`src/rtl/omm_pkg.sv`:
```
// ----------------------------------------------------------------------------
// omm_pkg: shared types and constants for the overlapping match merger
// Widths, reset values, the queue entry passed from front to back, the
// result record and the back-end state encoding.
// ----------------------------------------------------------------------------
package omm_pkg;

  localparam int COORD_BITS = 32;
  localparam int ID_BITS    = 16;
  localparam int SCORE_BITS = 16;
  localparam int CNT_BITS   = 16;

  localparam logic [CNT_BITS-1:0]   CNT_MAX         = '1;
  localparam logic [SCORE_BITS-1:0] MIN_SCORE_RESET = SCORE_BITS'(39322);

  // classified-item queue between front and back
  localparam int QDEPTH    = 2;
  localparam int QPTR_BITS = 1;
  localparam int QCNT_BITS = 2;

  // one classified match, with its end sums worked out by the front
  typedef struct packed {
    logic                  keep;
    logic                  last;
    logic [ID_BITS-1:0]    tid;
    logic [ID_BITS-1:0]    qid;
    logic                  rev;
    logic [COORD_BITS-1:0] ts;
    logic [COORD_BITS-1:0] qs;
    logic [COORD_BITS-1:0] qlen;
    logic [COORD_BITS:0]   tend;   // ts + len, full precision
    logic [COORD_BITS:0]   qend;   // qs + len, full precision
    logic [COORD_BITS+1:0] qdiff;  // qs - ts, two's complement
  } omm_entry_t;

  typedef struct packed {
    logic [ID_BITS-1:0]    tid;
    logic [ID_BITS-1:0]    qid;
    logic                  rev;
    logic [COORD_BITS-1:0] tbeg;
    logic [COORD_BITS-1:0] tend;
    logic [COORD_BITS-1:0] qbeg;
    logic [COORD_BITS-1:0] qend;
    logic [CNT_BITS-1:0]   count;
    logic                  last;
  } omm_result_t;

  typedef enum logic [1:0] {
    ST_MATCH = 2'b01,
    ST_FLUSH = 2'b10
  } omm_state_t;

endpackage

```
`src/rtl/overlapping_match_merge.sv`:
```
// ----------------------------------------------------------------------------
// overlapping_match_merge: merge sorted alignment matches into runs
// Filters matches by score, joins overlapping matches with equal keys into
// runs and emits one record per run, query coordinates mirrored on the reverse strand.
// ----------------------------------------------------------------------------
//
//   channel   handshake               transaction
//   -------   ---------------------   ----------------------------------------
//   input     in_valid / in_ready     one match (ids, strand, coords, score)
//   output    out_valid / out_ready   one merged run record
//   config    cfg_wr_en               score threshold write, no wait
//
// One match per cycle sustained while the output does not stall; the back end
// does one join compare and one end add per cycle against the open-run
// registers. A kept match that carries last_item is handled in the merge,
// then in the flush state. Matches reach the result register via the queue.
// Synchronous reset clears the queue, the open-run flag and the result
// valid flag; the threshold returns to 0.6. Either side may stall: the
// two-entry queue decouples input ready from the result register.
// ----------------------------------------------------------------------------
module overlapping_match_merge import omm_pkg::*; (
  input  logic                  clk,
  input  logic                  rst,
  input  logic                  cfg_wr_en,
  input  logic [SCORE_BITS-1:0] cfg_wr_data,
  input  logic                  in_valid,
  output logic                  in_ready,
  input  logic [ID_BITS-1:0]    target_id,
  input  logic [ID_BITS-1:0]    query_id,
  input  logic                  reverse_strand,
  input  logic [COORD_BITS-1:0] target_start,
  input  logic [COORD_BITS-1:0] query_start,
  input  logic [COORD_BITS-1:0] match_length,
  input  logic [COORD_BITS-1:0] query_length,
  input  logic [SCORE_BITS-1:0] score,
  input  logic                  last_item,
  output logic                  out_valid,
  input  logic                  out_ready,
  output logic [ID_BITS-1:0]    out_target_id,
  output logic [ID_BITS-1:0]    out_query_id,
  output logic                  out_reverse,
  output logic [COORD_BITS-1:0] target_begin,
  output logic [COORD_BITS-1:0] target_end,
  output logic [COORD_BITS-1:0] query_begin,
  output logic [COORD_BITS-1:0] query_end,
  output logic [CNT_BITS-1:0]   blocks_merged,
  output logic                  last_result
);

  // front to queue
  logic        push;
  logic        push_ready;
  omm_entry_t  push_entry;
  // queue to back
  logic        head_valid;
  logic        head_pop;
  omm_entry_t  head_entry;
  // back result register
  omm_result_t res;

  // classify: drop weak matches, precompute end sums
  omm_front u_front (
    .clk            (clk),
    .rst            (rst),
    .cfg_wr_en      (cfg_wr_en),
    .cfg_wr_data    (cfg_wr_data),
    .in_valid       (in_valid),
    .in_ready       (in_ready),
    .target_id      (target_id),
    .query_id       (query_id),
    .reverse_strand (reverse_strand),
    .target_start   (target_start),
    .query_start    (query_start),
    .match_length   (match_length),
    .query_length   (query_length),
    .score          (score),
    .last_item      (last_item),
    .q_ready        (push_ready),
    .q_push         (push),
    .q_entry        (push_entry)
  );

  // hold classified matches until the back end takes them
  omm_queue u_queue (
    .clk      (clk),
    .rst      (rst),
    .push     (push),
    .wr_entry (push_entry),
    .wr_ready (push_ready),
    .pop      (head_pop),
    .rd_valid (head_valid),
    .rd_entry (head_entry)
  );

  // merge into the open run and emit finished runs
  omm_back u_back (
    .clk       (clk),
    .rst       (rst),
    .q_valid   (head_valid),
    .q_entry   (head_entry),
    .q_pop     (head_pop),
    .res_valid (out_valid),
    .res_ready (out_ready),
    .res       (res)
  );

  // unpack the result record onto the ports
  assign out_target_id = res.tid;
  assign out_query_id  = res.qid;
  assign out_reverse   = res.rev;
  assign target_begin  = res.tbeg;
  assign target_end    = res.tend;
  assign query_begin   = res.qbeg;
  assign query_end     = res.qend;
  assign blocks_merged = res.count;
  assign last_result   = res.last;

endmodule

```
`src/rtl/omm_front.sv`:
```
// ----------------------------------------------------------------------------
// omm_front: score filter and classifier
// Holds the threshold register, drops weak matches and precomputes the
// end sums so the back end needs one add per join.
// ----------------------------------------------------------------------------
module omm_front import omm_pkg::*; (
  input  logic                  clk,
  input  logic                  rst,
  input  logic                  cfg_wr_en,
  input  logic [SCORE_BITS-1:0] cfg_wr_data,
  input  logic                  in_valid,
  output logic                  in_ready,
  input  logic [ID_BITS-1:0]    target_id,
  input  logic [ID_BITS-1:0]    query_id,
  input  logic                  reverse_strand,
  input  logic [COORD_BITS-1:0] target_start,
  input  logic [COORD_BITS-1:0] query_start,
  input  logic [COORD_BITS-1:0] match_length,
  input  logic [COORD_BITS-1:0] query_length,
  input  logic [SCORE_BITS-1:0] score,
  input  logic                  last_item,
  input  logic                  q_ready,
  output logic                  q_push,
  output omm_entry_t            q_entry
);

  logic [SCORE_BITS-1:0] score_limit;
  logic                  keep;

  always_ff @(posedge clk) begin
    if (rst) begin
      score_limit <= MIN_SCORE_RESET;
    end else if (cfg_wr_en) begin
      score_limit <= cfg_wr_data;
    end
  end

  assign keep     = score > score_limit;
  assign in_ready = q_ready;
  // drop weak matches unless they carry the end-of-stream mark
  assign q_push   = in_valid && q_ready && (keep || last_item);

  always_comb begin
    q_entry.keep  = keep;
    q_entry.last  = last_item;
    q_entry.tid   = target_id;
    q_entry.qid   = query_id;
    q_entry.rev   = reverse_strand;
    q_entry.ts    = target_start;
    q_entry.qs    = query_start;
    q_entry.qlen  = query_length;
    q_entry.tend  = {1'b0, target_start} + {1'b0, match_length};
    q_entry.qend  = {1'b0, query_start} + {1'b0, match_length};
    q_entry.qdiff = {2'b00, query_start} - {2'b00, target_start};
  end

endmodule

```
`src/rtl/omm_queue.sv`:
```
// ----------------------------------------------------------------------------
// omm_queue: short queue of classified matches
// Two-entry FIFO that lets the front and the back stall independently.
// ----------------------------------------------------------------------------
module omm_queue import omm_pkg::*; (
  input  logic       clk,
  input  logic       rst,
  input  logic       push,
  input  omm_entry_t wr_entry,
  output logic       wr_ready,
  input  logic       pop,
  output logic       rd_valid,
  output omm_entry_t rd_entry
);

  omm_entry_t           mem [QDEPTH];
  logic [QPTR_BITS-1:0] wr_ptr;
  logic [QPTR_BITS-1:0] rd_ptr;
  logic [QCNT_BITS-1:0] count;
  logic                 do_push;
  logic                 do_pop;

  assign wr_ready = count < QCNT_BITS'(QDEPTH);
  assign rd_valid = count != '0;
  assign do_push  = push && wr_ready;
  assign do_pop   = pop && rd_valid;
  assign rd_entry = mem[rd_ptr];

  always_ff @(posedge clk) begin
    if (do_push) begin
      mem[wr_ptr] <= wr_entry;
    end
  end

  always_ff @(posedge clk) begin
    if (rst) begin
      wr_ptr <= '0;
      rd_ptr <= '0;
      count  <= '0;
    end else begin
      if (do_push) begin
        wr_ptr <= wr_ptr + 1'b1;
      end
      if (do_pop) begin
        rd_ptr <= rd_ptr + 1'b1;
      end
      if (do_push && !do_pop) begin
        count <= count + 1'b1;
      end else if (do_pop && !do_push) begin
        count <= count - 1'b1;
      end
    end
  end

endmodule

```
`src/rtl/omm_back.sv`:
```
// ----------------------------------------------------------------------------
// omm_back: run merger and result register
// Joins queued matches into the open run, emits finished runs and flushes
// at end of stream. A kept item that ends the stream is merged first and then
// handled in the flush state.
// ----------------------------------------------------------------------------
module omm_back import omm_pkg::*; (
  input  logic        clk,
  input  logic        rst,
  input  logic        q_valid,
  input  omm_entry_t  q_entry,
  output logic        q_pop,
  output logic        res_valid,
  input  logic        res_ready,
  output omm_result_t res
);

  omm_state_t state;
  omm_state_t state_next;

  logic                  run_open;
  logic [ID_BITS-1:0]    run_tid;
  logic [ID_BITS-1:0]    run_qid;
  logic                  run_rev;
  logic [COORD_BITS-1:0] run_first_ts;
  logic [COORD_BITS-1:0] run_first_qs;
  logic [COORD_BITS-1:0] lat_ts;
  logic [COORD_BITS-1:0] lat_qs;
  logic [COORD_BITS:0]   run_tend;
  logic [COORD_BITS:0]   run_qend;
  logic [COORD_BITS-1:0] run_qlen;
  logic [CNT_BITS-1:0]   run_count;

  logic                  joins;
  logic                  keep_old_end;
  logic [COORD_BITS+1:0] qend_stretch;
  logic                  emit_req;
  logic                  emit_last;
  logic                  do_join;
  logic                  do_open;
  logic                  do_close;
  logic                  pop_req;
  logic                  go;
  omm_result_t           emit;

  always_comb begin
    joins = run_open && q_entry.tid == run_tid && q_entry.qid == run_qid &&
            q_entry.rev == run_rev && q_entry.ts >= lat_ts && q_entry.qs >= lat_qs &&
            {1'b0, q_entry.ts} < run_tend && {1'b0, q_entry.qs} < run_qend;
    keep_old_end = q_entry.tend < run_tend;
    qend_stretch = q_entry.qdiff + {1'b0, run_tend};
  end

  always_comb begin
    emit_req   = 1'b0;
    emit_last  = 1'b0;
    do_join    = 1'b0;
    do_open    = 1'b0;
    do_close   = 1'b0;
    pop_req    = 1'b0;
    state_next = state;
    unique case (state)
      ST_MATCH: begin
        if (q_entry.keep) begin
          if (joins) begin
            do_join = 1'b1;
          end else begin
            do_open  = 1'b1;
            emit_req = run_open;
          end
          if (q_entry.last) begin
            state_next = ST_FLUSH;
          end else begin
            pop_req = 1'b1;
          end
        end else begin
          pop_req = 1'b1;
          if (q_entry.last) begin
            emit_req  = run_open;
            emit_last = 1'b1;
            do_close  = 1'b1;
          end
        end
      end
      ST_FLUSH: begin
        emit_req   = run_open;
        emit_last  = 1'b1;
        do_close   = 1'b1;
        pop_req    = 1'b1;
        state_next = ST_MATCH;
      end
      default: begin
        state_next = ST_MATCH;
      end
    endcase
    go = q_valid && (!emit_req || !res_valid || res_ready);
  end

  assign q_pop = go && pop_req;

  // result fields of the open run, query coordinates mirrored on the reverse strand
  always_comb begin
    emit.tid   = run_tid;
    emit.qid   = run_qid;
    emit.rev   = run_rev;
    emit.tbeg  = run_first_ts;
    emit.tend  = run_tend[COORD_BITS] ? '1 : run_tend[COORD_BITS-1:0];
    emit.count = run_count;
    emit.last  = emit_last;
    if (run_rev) begin
      emit.qbeg = ({1'b0, run_qlen} > run_qend) ?
                  COORD_BITS'({1'b0, run_qlen} - run_qend) : '0;
      emit.qend = (run_qlen > run_first_qs) ? run_qlen - run_first_qs : '0;
    end else begin
      emit.qbeg = run_first_qs;
      emit.qend = run_qend[COORD_BITS] ? '1 : run_qend[COORD_BITS-1:0];
    end
  end

  always_ff @(posedge clk) begin
    if (rst) begin
      state     <= ST_MATCH;
      run_open  <= 1'b0;
      res_valid <= 1'b0;
    end else begin
      if (q_valid && go) begin
        state <= state_next;
      end
      if (go && do_open) begin
        run_open <= 1'b1;
      end else if (go && do_close) begin
        run_open <= 1'b0;
      end
      if (go && emit_req) begin
        res_valid <= 1'b1;
      end else if (res_ready) begin
        res_valid <= 1'b0;
      end
    end
  end

  always_ff @(posedge clk) begin
    if (go && emit_req) begin
      res <= emit;
    end
    if (go && do_open) begin
      run_tid      <= q_entry.tid;
      run_qid      <= q_entry.qid;
      run_rev      <= q_entry.rev;
      run_first_ts <= q_entry.ts;
      run_first_qs <= q_entry.qs;
      lat_ts       <= q_entry.ts;
      lat_qs       <= q_entry.qs;
      run_tend     <= q_entry.tend;
      run_qend     <= q_entry.qend;
      run_qlen     <= q_entry.qlen;
      run_count    <= CNT_BITS'(1);
    end else if (go && do_join) begin
      lat_ts   <= q_entry.ts;
      lat_qs   <= q_entry.qs;
      run_tend <= keep_old_end ? run_tend : q_entry.tend;
      run_qend <= keep_old_end ? qend_stretch[COORD_BITS:0] : q_entry.qend;
      if (run_count != CNT_MAX) begin
        run_count <= run_count + 1'b1;
      end
    end
  end

  a_flush_has_run: assert property (@(posedge clk) disable iff (rst)
    state == ST_FLUSH |-> run_open)
    else $error("flush state entered with no open run");

  a_flush_has_item: assert property (@(posedge clk) disable iff (rst)
    state == ST_FLUSH |-> q_valid)
    else $error("flush state without its queued item");

  a_count_nonzero: assert property (@(posedge clk) disable iff (rst)
    run_open |-> run_count != '0)
    else $error("open run with zero members");

  a_last_closes: assert property (@(posedge clk) disable iff (rst)
    (go && emit_req && emit_last) |=> !run_open)
    else $error("run still open after final result");

endmodule
```
`config.mk`:
```
export PLATFORM = sky130hd
export DESIGN_NAME = overlapping_match_merge
export DESIGN_NICKNAME = d
export VERILOG_FILES = /design/src/rtl/omm_pkg.sv /design/src/rtl/overlapping_match_merge.sv /design/src/rtl/omm_front.sv /design/src/rtl/omm_queue.sv /design/src/rtl/omm_back.sv
export SDC_FILE = /design/constraint.sdc
export NUM_CORES = 2
export LEC_CHECK = 0
export BUFFER_PORTS_ARGS = -buffer_cell sky130_fd_sc_hd__buf_2
export CORE_MARGIN = 3
export CORE_UTILIZATION = 42
export CTS_BUF_LIST = sky130_fd_sc_hd__clkbuf_4
export DETAILED_ROUTE_END_ITERATION = 12
export HOLD_SLACK_MARGIN = 0.12
export SYNTH_ARGS = -nofsm -noshare
export SYNTH_HDL_FRONTEND = slang
export SYNTH_SLANG_ARGS = --single-unit
```
`constraint.sdc`:
```
create_clock -name clk -period 45.2 [get_ports clk]
set_input_delay 9.04 -clock clk [delete_from_list [all_inputs] [get_ports clk]]
set_output_delay 9.04 -clock clk [all_outputs]
set_load 0.05 [all_outputs]
```
==> impl_metrics.py <==
metrics = {
    "run_status": {
        "outcome": "finished clean",
    },
    "setup_path": {
        "crit_path_end_kind": "flip-flop",
        "path_delay_family": "buffers and inverters",
        "r2r_setup_slack_ns": 37.39,
        "worstPathMaxFanout": 66,
        "path_cells": "buf_2, ha_1, nor2b_1, o21a_1, o21ai_0, nand2b_1, a21oi_1, nor2b_1, o21ai_0, a211oi_1, o2111a_1, nor2b_4, buf_4, buf_4, buf_4",
        "required_ns": 45.90,
        "crit_slowest_cell": "buf_4",
        "r2r_cells": 17,
        "max_stage_delay_ns": 0.86,
        "cp-start-kind": "input pin",
        "timing.rr.end": "u_back.res[51]$_DFFE_PP_",
        "path_common_cell": "buf_4",
        "path_class": "input pin to flip-flop",
        "arrival_ns": 13.35,
        "critPathBufInv": 4,
    },
    "power_and_ir_drop": {
        "p_sw_share_pct": 34.3,
        "pwr_density_cell_nw_per_um2": 54.9,
        "p_seq_share_pct": 41.3,
        "share_comb_of_total_power_pct": 33.9,
        "ir_worst_vdd_uv": 30.2,
        "p_leak_nw": 21.0,
        "intPower_mw": 1.90,
        "p_sw_uw": 994,
        "clkPwrFrac_pct": 24.8,
    },
    "clock_network": {
        "cts-root-buf": "clkbuf_4",
        "clockBufferDepth": 3,
        "numCtsBuffers": 239,
        "cts_setup_buffers": 0,
        "cts_sinks": 938,
        "path_clk_slew_ns": 0.07,
        "holdBufCountCts": 0,
        "ctsResizeCount": 0,
        "cts_tree": "done",
        "insertion_delay_ns": 1.13,
        "htreeDepth": 4,
    },
    "place": {
        "port_buffers": 378,
        "dpl.hpwl_mm": 86.0,
        "place_congestion": 0.889,
    },
    "min_path": {
        "hold_path_class": "flip-flop to flip-flop",
        "hold_start": "u_back.run_first_ts[1]$_DFFE_PP_",
        "min_to": "u_back.res[114]$_DFFE_PP_",
        "hold_depth": 0,
    },
    "timing": {
        "tns_ns": 0,
        "maxSlewHeadroom_pct": 32.5,
        "worstMarginPinSlew_ns": 1.01,
        "setup_viol": 0,
        "finalMaxSlewViolations": 0,
        "min_period_ns": 12.65,
        "rsz0062_at_grt": "false",
        "period_share_pct": 28.0,
        "holdWs_ns": 0.358,
        "finClkSkew_ns": 0.0740,
        "fmax_mhz": 79.0,
        "hold_violations": 0,
    },
    "floorplanning": {
        "coreArea_um2": 108000,
        "io_pins": 379,
        "die_w_um": 337,
        "num_rows": 120,
        "initial_utilization_pct": 42.7,
        "dieArea_um2": 113000,
        "die_y_um": 337,
    },
    "layout": {
        "final_util_pct": 48.9,
        "area_delta_synth_final_pct": 14.7,
        "drive_gt1_share_pct": 23.8,
        "nets": 4578,
    },
    "synthesis": {
        "synth-edff-count": 897,
        "ys.flop_type": "edfxtp_1",
        "syn_nets": 3988,
        "ys_seq_area_share_pct": 60.4,
        "yosysTopAreaCell": "edfxtp_1",
        "synth_warnings": 0,
        "synth_cell_types": 70,
        "syn_area_um2": 46000,
        "ys_ff_latch": 938,
        "netlist_instances": 3413,
        "synth_area_per_cell_um2": 13.5,
        "synthTopCellsByArea": "edfxtp_1 59%, ha_1 10%, mux2_2 4.6%",
        "synth.cells.most_frequent": "897 x edfxtp_1, 370 x ha_1, 271 x inv_1, 206 x a21oi_1, 186 x mux2_2",
        "ys_async_sr_fraction_pct": 0,
        "synth_top_area_share_pct": 58.6,
        "synth_most_common_cell": "edfxtp_1",
    },
    "route": {
        "drt-total-wl_mm": 116,
        "ant_nets": 0,
        "drt_pass1_iterations": 8,
        "vias": 29300,
        "viasPerCell": 5.21,
        "drc": 0,
        "wl_per_cell_um": 20.7,
        "dr.first_iter.drc_count": 2041,
    },
    "global_route": {
        "grt_max_degree": 67,
        "grt.total_usage_pct": 20.2,
        "grt_pass1_vias": 29200,
        "grt_pass1_wl_mm": 172,
        "antenna_found_initial": 40,
        "grt-ovfl-total": 0,
    },
    "run": {
        "max_cap_violations": 0,
    },
}
-- per-layer routing --
layer  track usage, %  vias up  routed length (um)
met4             7.01        6                2980
li1                 -    14200                   -
met5                0        -                  45
met2             31.4      752               52100
met3             4.33      192                6970
met1             28.2    14100               53900
-- cell families (layout without fill, tap and decap cells) --
family / count (synthesis) / after routing / share of synthesized area, %
DFF: 938 / 938 / 60.4
muxes: 274 / 274 / 6.60
other: 0 / 27 / 0
buffers and inverters: 331 / 1103 / 2.83
and+or+nand+nor: 578 / 578 / 6.08
adders and majority gates: 376 / 376 / 10.3
xor gates and xnor gates: 216 / 216 / 4.11
AOI/OAI and AO/OA: 700 / 700 / 9.68
-- worst max-delay path by stage --
stage          cells past startpoint                             to     start  slack (ns)
6_report                          15  u_queue.mem[0][219]$_DFFE_PP_  score[1]       32.55
4_1_cts                           15  u_queue.mem[0][109]$_DFFE_PP_  score[1]       32.61
5_1_grt                           15  u_queue.mem[0][101]$_DFFE_PP_  score[1]       32.33
3_5_place_dp                      15  u_queue.mem[0][101]$_DFFE_PP_  score[1]       31.33
2_1_floorplan                     11    u_queue.mem[0][0]$_DFFE_PP_  score[1]       23.88
3_3_place_gp                      15  u_queue.mem[0][101]$_DFFE_PP_  score[1]       31.33
-- layout by cell type (no fill, tap or decap), types with 93 or more instances in the layout --
cell type	n
edfxtp_1	897
clkbuf_4	337
a21o_1	107
nor2_1	161
xnor2_1	123
a21oi_1	206
o21ai_0	115
ha_1	370
mux2_2	186
buf_2	378
inv_1	270
nand2_1	148
xor2_1	93
-- layout make-up --
class | instances | area (um2)
clock buffer | 337 | 2530
sequential | 938 | 27800
multi-input combinational | 2144 | 17000
timing repair buffer | 407 | 2110
inverter | 273 | 1030
antenna | 27 | 67.6
tap | 1403 | 1760
fill | 9606 | 55100
clock inverter | 86 | 544
-- metrics by stage --
step	worst slack, ns	instances	cell area, um2	total power, mW
after floorplan	23.88	3413	46000	1.95
after global placement	31.33	5165	49600	2.18
after detailed placement	31.33	5165	49600	2.19
after CTS	32.61	5588	52700	2.93
after global routing	32.33	5600	52700	3.09
final	32.55	5615	52800	2.89
-- power by group through the flow --
stage	clock network [mW]	logic (mW)	registers (mW)
2_1_floorplan	0	0.689	1.26
3_3_place_gp	0	0.972	1.21
3_5_place_dp	0	0.979	1.21
4_1_cts	0.746	0.987	1.20
5_1_grt	0.792	1.09	1.21
6_report	0.718	0.980	1.20
-- sequential cells by signal, indices dropped and copies added, names as in the netlist, named ones only --
name / count
u_queue.wr_ptr: 1
u_back.run_first_qs: 32
u_back.lat_qs: 32
u_queue.rd_ptr: 1
u_queue.count: 2
u_back.res_valid: 1
u_back.run_qid: 16
u_back.run_count: 16
u_back.run_tend: 33
u_back.run_open: 1
u_back.run_qlen: 32
u_back.run_first_ts: 32
u_queue.mem: 460
u_back.run_rev: 1
u_back.run_tid: 16
u_back.state: 2
u_front.score_limit: 16
u_back.run_qend: 33
u_back.res: 178
u_back.lat_ts: 32
No activity file was read; power rests on OpenSTA's default activity.
